## src/sv/dcrwp_pkg.sv

```systemverilog
// ----------------------------------------------------------------------------
// dcrwp_pkg
// Shared types and constants for the decimating capture ring with peak meter.
// ----------------------------------------------------------------------------
package dcrwp_pkg;

  // Store depth default
  localparam int RING_DEPTH_DEF = 65536;

  // Configuration register indexes
  localparam int CFG_IDX_W = 1;
  localparam logic [CFG_IDX_W-1:0] REG_DECIM_RATIO = 1'd0;
  localparam logic [CFG_IDX_W-1:0] REG_WINDOW_LEN  = 1'd1;
  localparam int CFG_DATA_W = 17;

  // Register reset values
  localparam logic [4:0]  RATIO_RESET  = 5'd4;
  localparam logic [16:0] WINLEN_RESET = 17'd49152;

  // Decimation ratio limits
  localparam logic [4:0] MAX_RATIO = 5'd16;
  localparam logic [4:0] MIN_RATIO = 5'd1;

  // Largest reported magnitude
  localparam logic [14:0] PEAK_LIMIT = 15'h7fff;

  // Request codes
  typedef enum logic [1:0] {
    REQ_WRITE = 2'd0,
    REQ_READ  = 2'd1,
    REQ_PEAK  = 2'd2
  } req_t;

  // Control of the peak accumulator
  typedef struct packed {
    logic clear;
    logic valid;
  } acc_ctl_t;

endpackage

```

## src/sv/dcrwp_peak_acc.sv

```systemverilog
// ----------------------------------------------------------------------------
// dcrwp_peak_acc
// Running maximum of clamped sample magnitudes over a window walk.
// ----------------------------------------------------------------------------
module dcrwp_peak_acc
  import dcrwp_pkg::*;
(
  input  logic               clk,
  input  acc_ctl_t           ctl,
  input  logic signed [15:0] data,
  output logic [14:0]        peak
);

  logic [15:0] mag;
  logic [14:0] mag_clamped;

  // magnitude; full-scale negative clamps to the limit
  always_comb begin
    mag         = data[15] ? (16'd0 - data) : data;
    mag_clamped = mag[15] ? PEAK_LIMIT : mag[14:0];
  end

  always_ff @(posedge clk) begin
    if (ctl.clear) begin
      peak <= '0;
    end else if (ctl.valid && (mag_clamped > peak)) begin
      peak <= mag_clamped;
    end
  end

endmodule

```

## config.mk

```make
export PLATFORM = sky130hd
export DESIGN_NAME = dcrwp_peak_acc
export DESIGN_NICKNAME = d
export VERILOG_FILES = /design/src/sv/dcrwp_pkg.sv /design/src/sv/dcrwp_peak_acc.sv
export SDC_FILE = /design/constraint.sdc
export NUM_CORES = 1
export LEC_CHECK = 0
export CAP_MARGIN = 30
export CORE_MARGIN = 5
export CORE_UTILIZATION = 60
export CTS_BUF_LIST = sky130_fd_sc_hd__clkbuf_16
export DETAILED_ROUTE_END_ITERATION = 8
export DONT_BUFFER_PORTS = 1
export PLACE_DENSITY = 0.74
export SETUP_SLACK_MARGIN = 0.02
export SYNTH_ARGS = -nofsm -noshare
export SYNTH_HDL_FRONTEND = slang
export SYNTH_SLANG_ARGS = --single-unit
export TNS_END_PERCENT = 10
```

## constraint.sdc

```tcl
create_clock -name clk -period 7.3 [get_ports clk]
set_input_delay 0.73 -clock clk [delete_from_list [all_inputs] [get_ports clk]]
set_output_delay 0.73 -clock clk [all_outputs]
set_load 0.005 [all_outputs]
```

* Yosys cells after proc, flatten, opt, wreduce, memory -nomap -nowiden
Index checks and enable logic that the tools add are counted.
** Cells by class
- Add/subtract/negate cells :: 1
- Multiply operators :: 0
- Div/mod/pow operators :: 0
- Magnitude comparators :: 1
- Equality and inequality tests :: 0
- Shift-type cells :: 0
- Multiplexer cells :: 2
- Bitwise logic cells :: 0
- Reduce and logical (&&, ||, !) cells :: 1
** Operators with widths (count)
- two-way mux 16 bit :: 1
- subtractor 1 x 16 -> 16 bit, first input constant :: 1
- > comparator 15 bit :: 1
- two-way mux 15 bit :: 1
- logical AND 1 bit :: 1
** Word-level totals
- Register bits :: 15
- Bits in latches :: 0
- RAM bits :: 0
- Memory bits (read-only) :: 0
- Input port bits :: 19
- Output and inout port bits :: 15
- Word-level logic and storage cells :: 6
- Memories :: 0

* Longest topological paths before layout
Gate-level depths: netlist of the first run.
- Depth after elaboration :: 5
- Mapped depth :: 14
- Gate-level depth less buffers :: 12

* Worst setup path after synthesis of the first run
OpenSTA, ideal clock, no wires.
- Kind :: input -> register
- From :: input data[11]
- To :: register peak[10]
- Library setup time :: 0.074 ns
- Arrival time :: 4.002 ns
- Required time :: 7.226 ns
- Setup slack :: 3.224 ns
- Stages on the path :: 13
- Path buffers :: 3
- Path through :: or4_4 -> or4_4 -> buf_6 -> or2_0 -> buf_6 -> and2_2 -> ha_1 -> nand3b_1 -> a21oi_1 -> o21ai_0 -> a31oi_1 -> clkbuf_1 -> mux2i_1
** On the way
- Cells in the longest elaborated chain, start to end :: 5
** RTL lines
- start: declaration :: RTL line dcrwp_peak_acc.sv:10 : input logic signed [15:0] data,
- subtractor 1 x 16 -> 16 bit :: RTL line dcrwp_peak_acc.sv:19 : mag = data[15] ? (16'd0 - data) : data;
- two-way mux 16 bit * :: RTL line dcrwp_peak_acc.sv:19
- two-way mux 15 bit * :: RTL line dcrwp_peak_acc.sv:20 : mag_clamped = mag[15] ? PEAK_LIMIT : mag[14:0];
- > comparator 15 bit :: RTL line dcrwp_peak_acc.sv:26 : end else if (ctl.valid && (mag_clamped > peak)) begin
- logical AND 1 bit :: RTL line dcrwp_peak_acc.sv:26
- end signal: assignment :: RTL line dcrwp_peak_acc.sv:27 : peak <= mag_clamped;
- end: declaration :: RTL line dcrwp_peak_acc.sv:11 : output logic [14:0] peak
Mark *: on every way between the ends. The rest lies on a longest branch, timed or not.
A chain may end at the register's enable or synchronous reset.

* Worst setup path in the final report of the first run
- From :: input data[5]
- To :: register peak[6]
The elaborated chain is that of the path after synthesis.

==> impl_metrics.env, run 1 <==
export IMPL_die_y_um=59.3
export IMPL_critical_path_cell_chain="or4_1, or2_2, or2_0, and2_2, ha_1, nand3b_1, a21oi_1, o21ai_0, a31oi_2, mux2_2"
export IMPL_rrSetupSlack_ps=5160
export IMPL_min_path_cells=2
export IMPL_grt_pass1_wl_um=5620
export IMPL_powerDensity_mw_per_mm2=187
export IMPL_dr_pass1_iters=4
export IMPL_synth_area_mm2=0.00146
export IMPL_crit_arrival_ps=4060
export IMPL_rsz0062_at_grt="false"
export IMPL_crit_buf_inv=0
export IMPL_largestRegisters="peak x15"
export IMPL_fp_dieW_um=59.3
export IMPL_routed_wirelength_um=3500
export IMPL_place_congestion=0.879
export IMPL_cts_tree="done"
export IMPL_finalSetupViolations=0
export IMPL_worst_setup_path_type="primary input to flop"
export IMPL_cap_violations=0
export IMPL_min_to="peak[10]"
export IMPL_ctsHoldBuffers=0
export IMPL_synth_area_per_cell_um2=7.75
export IMPL_dp_hpwl_um=2660
export IMPL_insertion_delay_ps=240
export IMPL_finalCritPeriodShare_pct=53.8
export IMPL_min_from="peak[10]"
export IMPL_ff2ff_path_depth=7
export IMPL_grt_max_degree=22
export IMPL_post_drt_wl_per_cell_um=16.5
export IMPL_start_kind="primary input"
export IMPL_h_tree_depth=1
export IMPL_hold_viol_final=0
export IMPL_reg2reg_to="peak[6]"
export IMPL_syn_nets=223
export IMPL_area_growth_pct=5.84
export IMPL_postCtsSetupBuffers=0
export IMPL_final_layout_size_suffix_gt1_share_pct=9.24
export IMPL_grt_pass1_vias=1253
export IMPL_sequentialPowerShare_pct=34.2
export IMPL_fin_tns_setup_ps=0
export IMPL_fmax_mhz=255
export IMPL_clkTransAtPathRegs_ps=50
export IMPL_fill_cells=194
export IMPL_largest_reg_flops=15
export IMPL_p_sw_mw=0.0873
export IMPL_rows=17
export IMPL_cp_num_cells=10
export IMPL_coreArea_mm2=0.00228
export IMPL_clock_sinks=15
export IMPL_fin_skew_ps=2.22
export IMPL_viasPerCell=6.30
export IMPL_total_power_mw=0.289
export IMPL_fin_crit_ps=3930
export IMPL_worstMarginPinSlew_ps=615
export IMPL_worstPathMaxFanout=10
export IMPL_die_area_mm2=0.00352
export IMPL_initial_utilization_pct=64.0
export IMPL_internal_power_mw=0.202
export IMPL_clk_path_buf_depth=2
export IMPL_grtUsageTotal_pct=20.3
export IMPL_status="finished clean"
export IMPL_synth_warning_count=0
export IMPL_synth_seq_area_share_pct=20.6
export IMPL_final_max_slew_viol_count=0
export IMPL_vias=1335
export IMPL_final_core_util_pct=67.8
export IMPL_antenna_found_initial=0
export IMPL_root_buffer="clkbuf_16"
export IMPL_worst_slack_ps=3370
export IMPL_max_stage_delay_ps=710
export IMPL_antenna_cells=0
export IMPL_drtAntennaViolNets=0
export IMPL_io_buffers=0
export IMPL_io_pins=34
export IMPL_maxSlewHeadroom_pct=58.9
export IMPL_cts_buffers=3
export IMPL_cts_resized=0
export IMPL_worstPathRequired_ps=7430
export IMPL_r2r_start="peak[6]"
export IMPL_endpoint_kind="flop"
export IMPL_hold_path_class="flop to flop"
export IMPL_pwr_share_clk_pct=37.1
export IMPL_power_switching_fraction_pct=30.2
export IMPL_leakagePower_nw=0.608
export IMPL_netlist_cell_type_count=37
export IMPL_hold_slack_ps=491
export IMPL_route_detailed_drc=0
export IMPL_grt_overflow=0
export IMPL_netlist_instances=188
export IMPL_slowest_stage="or4_1"
export IMPL_cp_top_family="simple AND/OR/NAND/NOR gates"
export IMPL_drt_iter0_markers=38
export IMPL_nNetsFinal=220
export IMPL_largest_register="peak"
export IMPL_combPwrFrac_pct=28.7
export IMPL_postSynthRegisterBits=15
export IMPL_dp_slack_ps=3180
export IMPL_ir_drop_mv=0.190
tightest hold or removal path: stages (launching register included):
cell and delay [ps]:
dfxtp_1 330, nand2_1 60, mux2i_1 50
placed cells by master, fill, tap and decap left out, types with 4 or more instances in the layout:
cell type,count
nor2_1,4
o31ai_1,4
ha_1,16
mux2_2,4
o211ai_1,10
o21ai_0,9
o21a_1,5
nand2_1,24
mux2i_1,11
xor2_1,5
a21oi_1,13
dfxtp_1,15
inv_1,24
cell type report:
class | instances | area, um2 | share of cell area [%]
clock buffer | 3 | 75.1 | 4.87
clock inverter | 1 | 5.00 | 0.324
inverter | 24 | 90.1 | 5.84
multi-input combinational | 140 | 1020 | 66.3
sequential | 15 | 300 | 19.5
tap | 28 | 35.0 | 2.27
timing repair buffer | 1 | 15.0 | 0.973
power groups by stage:
stage	registers (mW)	logic [mW]	clock network, mW
2_1_floorplan	0.0986	0.0649	0
3_3_place_gp	0.101	0.0757	0
3_5_place_dp	0.101	0.0813	0
4_1_cts	0.0993	0.0827	0.108
5_1_grt	0.100	0.0933	0.113
6_report	0.0989	0.0830	0.107
stage by stage:
step / std cells / cell area (um2)
2_1_floorplan: 188 / 1460
3_3_place_gp: 207 / 1450
3_5_place_dp: 208 / 1460
4_1_cts: 212 / 1540
5_1_grt: 212 / 1540
6_report: 212 / 1540
synth_stat cells, drive strengths merged:
cell | instances | area [um2]
or2 | 3 | 18.8
nor3b | 1 | 7.51
nor4 | 2 | 12.5
o211ai | 10 | 75.1
xnor2 | 1 | 8.76
mux2 | 4 | 45.0
o21ai | 9 | 45.0
nor2b | 2 | 12.5
ha | 16 | 200
o21a | 5 | 37.5
or4 | 5 | 45.0
a21o | 1 | 7.51
or3 | 2 | 13.8
nand4 | 3 | 18.8
o31ai | 4 | 30.0
nand3 | 2 | 10.0
nand2 | 24 | 90.1
o221ai | 3 | 26.3
a21oi | 13 | 65.1
nor2 | 4 | 15.0
dfxtp | 15 | 300
and2 | 1 | 7.51
o22a | 1 | 8.76
xor2 | 5 | 43.8
clkbuf | 5 | 18.8
nand2b | 2 | 12.5
a31oi | 1 | 6.26
mux2i | 11 | 110
inv | 24 | 90.1
o41ai | 3 | 26.3
nand3b | 1 | 7.51
buf | 4 | 32.5
or3b | 1 | 8.76
how the worst max path moves through the flow:
stage	start	end
3_3_place_gp	data[5]	peak[5]
5_1_grt	data[5]	peak[12]
6_report	data[5]	peak[6]
4_1_cts	data[5]	peak[0]
2_1_floorplan	data[11]	peak[10]
3_5_place_dp	data[5]	peak[7]
kinds of logic (layout without fill, tap and decap cells):
kind of cell | Yosys count | after routing | synth area share (%)
AOI/OAI and AO/OA | 50 | 50 | 22.5
adders and majority gates | 16 | 16 | 13.7
buffers and inverters | 33 | 29 | 9.70
and+or+nand+nor | 53 | 53 | 19.2
muxes | 15 | 15 | 10.6
xor gates and xnor gates | 6 | 6 | 3.61
DFF | 15 | 15 | 20.6
layer usage:
metal	wire length [um]	global-route usage [%]	part of all wire, %
met5	0	0	0
met1	1500	24.3	43
met4	36	3.56	1.0
met2	1710	34.5	49
met3	245	8.06	7.0
Power figures use the tool's default switching activity.
==> run 2: changes to the inputs <==
==> constraint.sdc (replaced) <==
create_clock -name clk -period 3.74 [get_ports clk]
set_input_delay 0.374 -clock clk [delete_from_list [all_inputs] [get_ports clk]]
set_output_delay 0.374 -clock clk [all_outputs]
set_load 0.005 [all_outputs]
==> impl_metrics.env, run 2 (synthesis gave the netlist of run 1 again) <==
export IMPL_p_sw_mw=0.173
export IMPL_rsz0062_at_grt="false"
export IMPL_status="finished clean"
export IMPL_hold_slack_ps=305
export IMPL_cap_violations=0
export IMPL_largest_reg_flops=15
export IMPL_io_buffers=0
export IMPL_cts_buffers=3
export IMPL_grt_pass1_wl_um=5780
export IMPL_die_area_mm2=0.00352
export IMPL_rows=17
export IMPL_cts_resized=0
export IMPL_finalSetupViolations=0
export IMPL_dp_slack_ps=113
export IMPL_grtUsageTotal_pct=21.1
export IMPL_largestRegisters="peak x15"
export IMPL_fmax_mhz=289
export IMPL_cts_tree="done"
export IMPL_ctsHoldBuffers=0
export IMPL_power_switching_fraction_pct=30.6
export IMPL_worstMarginPinSlew_ps=618
export IMPL_fin_tns_setup_ps=0
export IMPL_final_max_slew_viol_count=0
export IMPL_clkTransAtPathRegs_ps=50
export IMPL_dr_pass1_iters=4
export IMPL_route_detailed_drc=0
export IMPL_die_y_um=59.3
export IMPL_hold_path_class="primary input to flop"
export IMPL_ir_drop_mv=0.289
export IMPL_largest_register="peak"
export IMPL_root_buffer="clkbuf_16"
export IMPL_sequentialPowerShare_pct=34.1
export IMPL_total_power_mw=0.567
export IMPL_clock_sinks=15
export IMPL_coreArea_mm2=0.00228
export IMPL_worstPathMaxFanout=10
export IMPL_busiest_layer="met2"
export IMPL_io_pins=34
export IMPL_finalInstanceArea_mm2=0.00156
export IMPL_hold_viol_final=0
export IMPL_worst_setup_path_type="primary input to flop"
export IMPL_fin_skew_ps=2.49
export IMPL_routed_wirelength_um=3540
export IMPL_drtAntennaViolNets=0
export IMPL_worstPathRequired_ps=3860
export IMPL_final_layout_size_suffix_gt1_share_pct=10.7
export IMPL_clk_path_buf_depth=2
export IMPL_maxSlewHeadroom_pct=58.8
export IMPL_grt_use_met2_pct=37.9
export IMPL_endpoint_kind="flop"
export IMPL_powerDensity_mw_per_mm2=364
export IMPL_place_area_mm2=0.00148
export IMPL_start_kind="primary input"
export IMPL_antenna_found_initial=0
export IMPL_viasPerCell=6.28
export IMPL_drt_iter0_markers=32
export IMPL_grt_pass1_vias=1332
export IMPL_place_congestion=0.945
export IMPL_dp_hpwl_um=2780
export IMPL_final_cell_mix="inv_1 (24), nand2_1 (24), ha_1 (16), dfxtp_1 (15), a21oi_1 (13)"
export IMPL_combPwrFrac_pct=28.4
export IMPL_finalCritPeriodShare_pct=92.7
export IMPL_antenna_cells=0
export IMPL_fp_dieW_um=59.3
export IMPL_insertion_delay_ps=250
export IMPL_met3_usage_pct=5.01
export IMPL_use_met1_pct=25.1
export IMPL_initial_utilization_pct=64.0
export IMPL_leakagePower_nw=0.619
export IMPL_internal_power_mw=0.394
export IMPL_pwr_share_clk_pct=37.4
export IMPL_grt_overflow=0
export IMPL_h_tree_depth=1
export IMPL_nNetsFinal=223
export IMPL_grt_max_degree=22
export IMPL_worst_slack_ps=274
export IMPL_post_drt_wl_per_cell_um=16.4
export IMPL_fin_crit_ps=3470
export IMPL_crit_arrival_ps=3590
export IMPL_area_growth_pct=6.87
export IMPL_postCtsSetupBuffers=0
export IMPL_vias=1350
## run 2: worst max-delay path, stage by stage
cell	delay [ps]
or4_1	700
nor4_1	490
a21oi_1	160
o22a_1	210
ha_1	310
nand4_1	200
o41ai_1	560
a31oi_2	200
buf_4	260
mux2i_1	130
## run 2: layer usage
layer,vias up,share of wire [%],routed length [um]
met5,-,0,0
met4,0,0.71,25
met2,34,51,1810
met1,638,42,1490
met3,4,6.1,217
li1,674,-,-
## run 2: path summary, 6_finish.rpt
kind             from  endpoint  slack [ps]  depth (start not counted)
min reg2reg   peak[3]   peak[3]         490                          2
max reg2reg  peak[13]  peak[14]        1540                          7
max           data[5]  peak[14]         270                         10
min            ctl[1]   peak[8]         300                          2
## run 2: through the flow
stage | std cells | util (%)
6_report | 215 | 68.4
5_1_grt | 215 | 68.4
4_1_cts | 215 | 68.4
3_5_place_dp | 211 | 64.9
3_3_place_gp | 211 | 64.9
2_1_floorplan | 188 | -
## run 2: cell type report
| type | count | area, um2 |
|---|---|---|
| fillers | 204 | 718 |
| multi-input cells | 140 | 1020 |
| clock buffers | 3 | 75.1 |
| inverters | 24 | 90.1 |
| repair buffers | 4 | 30.0 |
| well taps | 28 | 35.0 |
| flip-flops and latches | 15 | 300 |
| clock inverters | 1 | 5.00 |
## run 2: power groups by stage
stage / clock network, mW / registers [mW] / logic, mW
after floorplan: 0 / 0.192 / 0.127
after global placement: 0 / 0.197 / 0.153
after detailed placement: 0 / 0.198 / 0.159
after CTS: 0.214 / 0.194 / 0.160
after global routing: 0.224 / 0.197 / 0.182
final: 0.212 / 0.193 / 0.161
==> run 3: changes to the inputs <==
--- a/config.mk
+++ b/config.mk
@@ -5,10 +5,12 @@
 export SDC_FILE = /design/constraint.sdc
 export NUM_CORES = 1
 export LEC_CHECK = 0
+export ABC_AREA = 1
 export CAP_MARGIN = 30
 export CORE_MARGIN = 5
 export CORE_UTILIZATION = 60
 export CTS_BUF_LIST = sky130_fd_sc_hd__clkbuf_16
+export CTS_CLUSTER_SIZE = 16
 export DETAILED_ROUTE_END_ITERATION = 8
 export DONT_BUFFER_PORTS = 1
 export PLACE_DENSITY = 0.74
==> impl_metrics.env, run 3 <==
export IMPL_max_stage_delay_ps=360
export IMPL_dp_hpwl_um=2710
export IMPL_hold_viol_final=0
export IMPL_synth_seq_area_share_pct=19.4
export IMPL_final_core_util_pct=65.8
export IMPL_rsz0062_at_grt="false"
export IMPL_yosys_area_share_simple_pct=46.9
export IMPL_synth_edf_count=0
export IMPL_synth_mux_area_fraction_pct=0
export IMPL_clkTransAtPathRegs_ps=50
export IMPL_synthXorXnorAreaFrac_pct=0.565
export IMPL_fin_skew_ps=2.16
export IMPL_ff2ff_path_depth=12
export IMPL_maxSlewHeadroom_pct=66.6
export IMPL_fp_dieW_um=60.9
export IMPL_synth_warning_count=0
export IMPL_grt_pass1_vias=1398
export IMPL_routed_wirelength_um=3470
export IMPL_synth_area_per_cell_um2=5.56
export IMPL_antenna_found_initial=0
export IMPL_grt_max_degree=24
export IMPL_critical_path_cell_chain="inv_1, ha_1, nand2_1, o21ai_0, nand2_1, nand2_1, nand3_1, ha_1, nand2_1, nor2_1, nand3_1, inv_1, nand2_1, nand2_1, nand2_2, nand2_1, nand2_1, nor2_1"
export IMPL_reg2reg_to="peak[8]"
export IMPL_dr_pass1_iters=4
export IMPL_multiInputGateArea_mm2=0.00103
export IMPL_fill_cells=263
export IMPL_dp_slack_ps=605
export IMPL_h_tree_depth=1
export IMPL_status="finished clean"
export IMPL_slowest_stage="o21ai_0"
export IMPL_synth_compound_area_share_pct=6.13
export IMPL_vias=1581
export IMPL_coreArea_mm2=0.00248
export IMPL_antenna_cells=0
export IMPL_hold_path_class="primary input to flop"
export IMPL_synth_top_cells_by_count="nand2_1 (91), inv_1 (46), nor2_1 (42)"
export IMPL_insertion_delay_ps=240
export IMPL_r2r_start="peak[6]"
export IMPL_largestRegisters="peak x15"
export IMPL_synthArstFlopShare_pct=0
export IMPL_synth_flop_cell="dfxtp_1"
export IMPL_finalSetupViolations=0
export IMPL_crit_arrival_ps=3090
export IMPL_crit_top_cell="nand2_1"
export IMPL_clock_sinks=15
export IMPL_cap_violations=0
export IMPL_clk_path_buf_depth=2
export IMPL_finalInstanceArea_mm2=0.00163
export IMPL_powerDensity_mw_per_mm2=395
export IMPL_netlist_instances=279
export IMPL_viasPerCell=5.17
export IMPL_place_area_mm2=0.00155
export IMPL_die_y_um=60.9
export IMPL_synth_fa_ha_area_share_pct=12.9
export IMPL_netlist_cell_type_count=22
export IMPL_synth_top_family_by_area="simple AND/OR/NAND/NOR gates"
export IMPL_largest_register="peak"
export IMPL_route_detailed_drc=0
export IMPL_postSynthRegisterBits=15
export IMPL_drtAntennaViolNets=0
export IMPL_area_growth_pct=5.00
export IMPL_cts_buffers=3
export IMPL_place_congestion=0.860
export IMPL_fin_crit_ps=2910
export IMPL_start_kind="primary input"
export IMPL_leakagePower_nw=0.950
export IMPL_worstPathMaxFanout=16
export IMPL_io_pins=34
export IMPL_synth_area_mm2=0.00155
export IMPL_post_drt_wl_per_cell_um=11.3
export IMPL_io_buffers=0
export IMPL_fin_tns_setup_ps=0
export IMPL_initial_utilization_pct=62.6
export IMPL_fmax_mhz=344
export IMPL_final_common_cell="nand2_1"
export IMPL_nNetsFinal=312
export IMPL_cts_resized=0
export IMPL_worstPathRequired_ps=3920
export IMPL_total_power_mw=0.643
export IMPL_largest_reg_flops=15
export IMPL_synth_top_area_share_pct=22.0
export IMPL_final_max_slew_viol_count=0
export IMPL_worst_setup_path_type="primary input to flop"
export IMPL_cts_tree="done"
export IMPL_rows=18
export IMPL_rrSetupSlack_ps=1570
export IMPL_min_path_cells=4
export IMPL_endpoint_kind="flop"
export IMPL_critPathLaunch="data[0]"
export IMPL_worst_slack_ps=832
export IMPL_ctsHoldBuffers=0
export IMPL_drt_iter0_markers=79
export IMPL_synth_area_leaders="nand2_1 (22%), dfxtp_1 (19%), ha_1 (13%)"
export IMPL_grt_pass1_wl_um=5700
export IMPL_yosys_cell_count_top_type="nand2_1"
export IMPL_final_layout_size_suffix_gt1_share_pct=3.62
export IMPL_die_area_mm2=0.00370
export IMPL_cp_endpoint="peak[8]"
export IMPL_finalCritPeriodShare_pct=77.8
export IMPL_worstMarginPinSlew_ps=500
export IMPL_register_area_um2=300
export IMPL_postCtsSetupBuffers=0
export IMPL_final_cell_mix="nand2_1 (91), inv_1 (47), nor2_1 (42), nand3_1 (30), ha_1 (16)"
export IMPL_grt_overflow=0
export IMPL_root_buffer="clkbuf_16"
export IMPL_synth_top_area_cell="nand2_1"
export IMPL_syn_nets=314
export IMPL_ir_drop_mv=0.406
export IMPL_grtUsageTotal_pct=20.3
[run 3: changes by cell type after synthesis, sizes merged, moves of 4 or more]
cell	before	now
nand2	24	94
nor2	4	43
nand3	2	31
inv	24	48
mux2i	11	0
o211ai	10	1
o21ai	9	3
or4	5	0
mux2	4	0
nand3b	1	5
o21a	5	1
o31ai	4	0
xor2	5	1
[run 3: kinds of logic after synthesis]
family                   after synthesis
XOR/XNOR                               1
AO/OA/AOI/OAI                         18
adder cells (fa/ha/maj)               16
buffers and inverters                 55
AND/OR/NAND/NOR                      174
flip-flops                            15
[run 3: worst min-delay path by stage]
stage	from	to	slack, ps
2_1_floorplan	peak[1]	peak[1]	500
3_3_place_gp	peak[1]	peak[1]	530
5_1_grt	data[10]	peak[10]	460
6_report	data[10]	peak[10]	430
3_5_place_dp	peak[1]	peak[1]	530
4_1_cts	data[10]	peak[10]	440
[run 3: layer usage]
metal / global-route usage (%) / share of wire [%]
met1: 23.6 / 45
met2: 36.2 / 47
met3: 5.74 / 7.3
met4: 5.57 / 0.78
met5: 0 / 0
[run 3: critical path, delay by kind of cell]
family	cells	cell delay (ps)
fa+ha+maj	2	550
compound gates	1	360
simple gates	13	1640
buf+inv	2	170
[run 3: final cells by class]
cell class	instances	share of cell area, %
Inverter	48	11.1
Sequential cell	15	18.4
Multi-Input combinational cell	209	63.4
Clock buffer	3	4.61
Clock inverter	1	0.230
Tap cell	30	2.30
[run 3: metrics by stage]
step | hold slack, ps | cells
final | 425 | 306
after global routing | 456 | 306
after CTS | 435 | 306
after detailed placement | 534 | 302
after global placement | 530 | 302
after floorplan | 497 | 279
[run 3: where the power goes]
part | internal (mW) | switching, mW
Sequential | 0.188 | 0.0237
Combinational | 0.0859 | 0.142
Clock | 0.141 | 0.0615
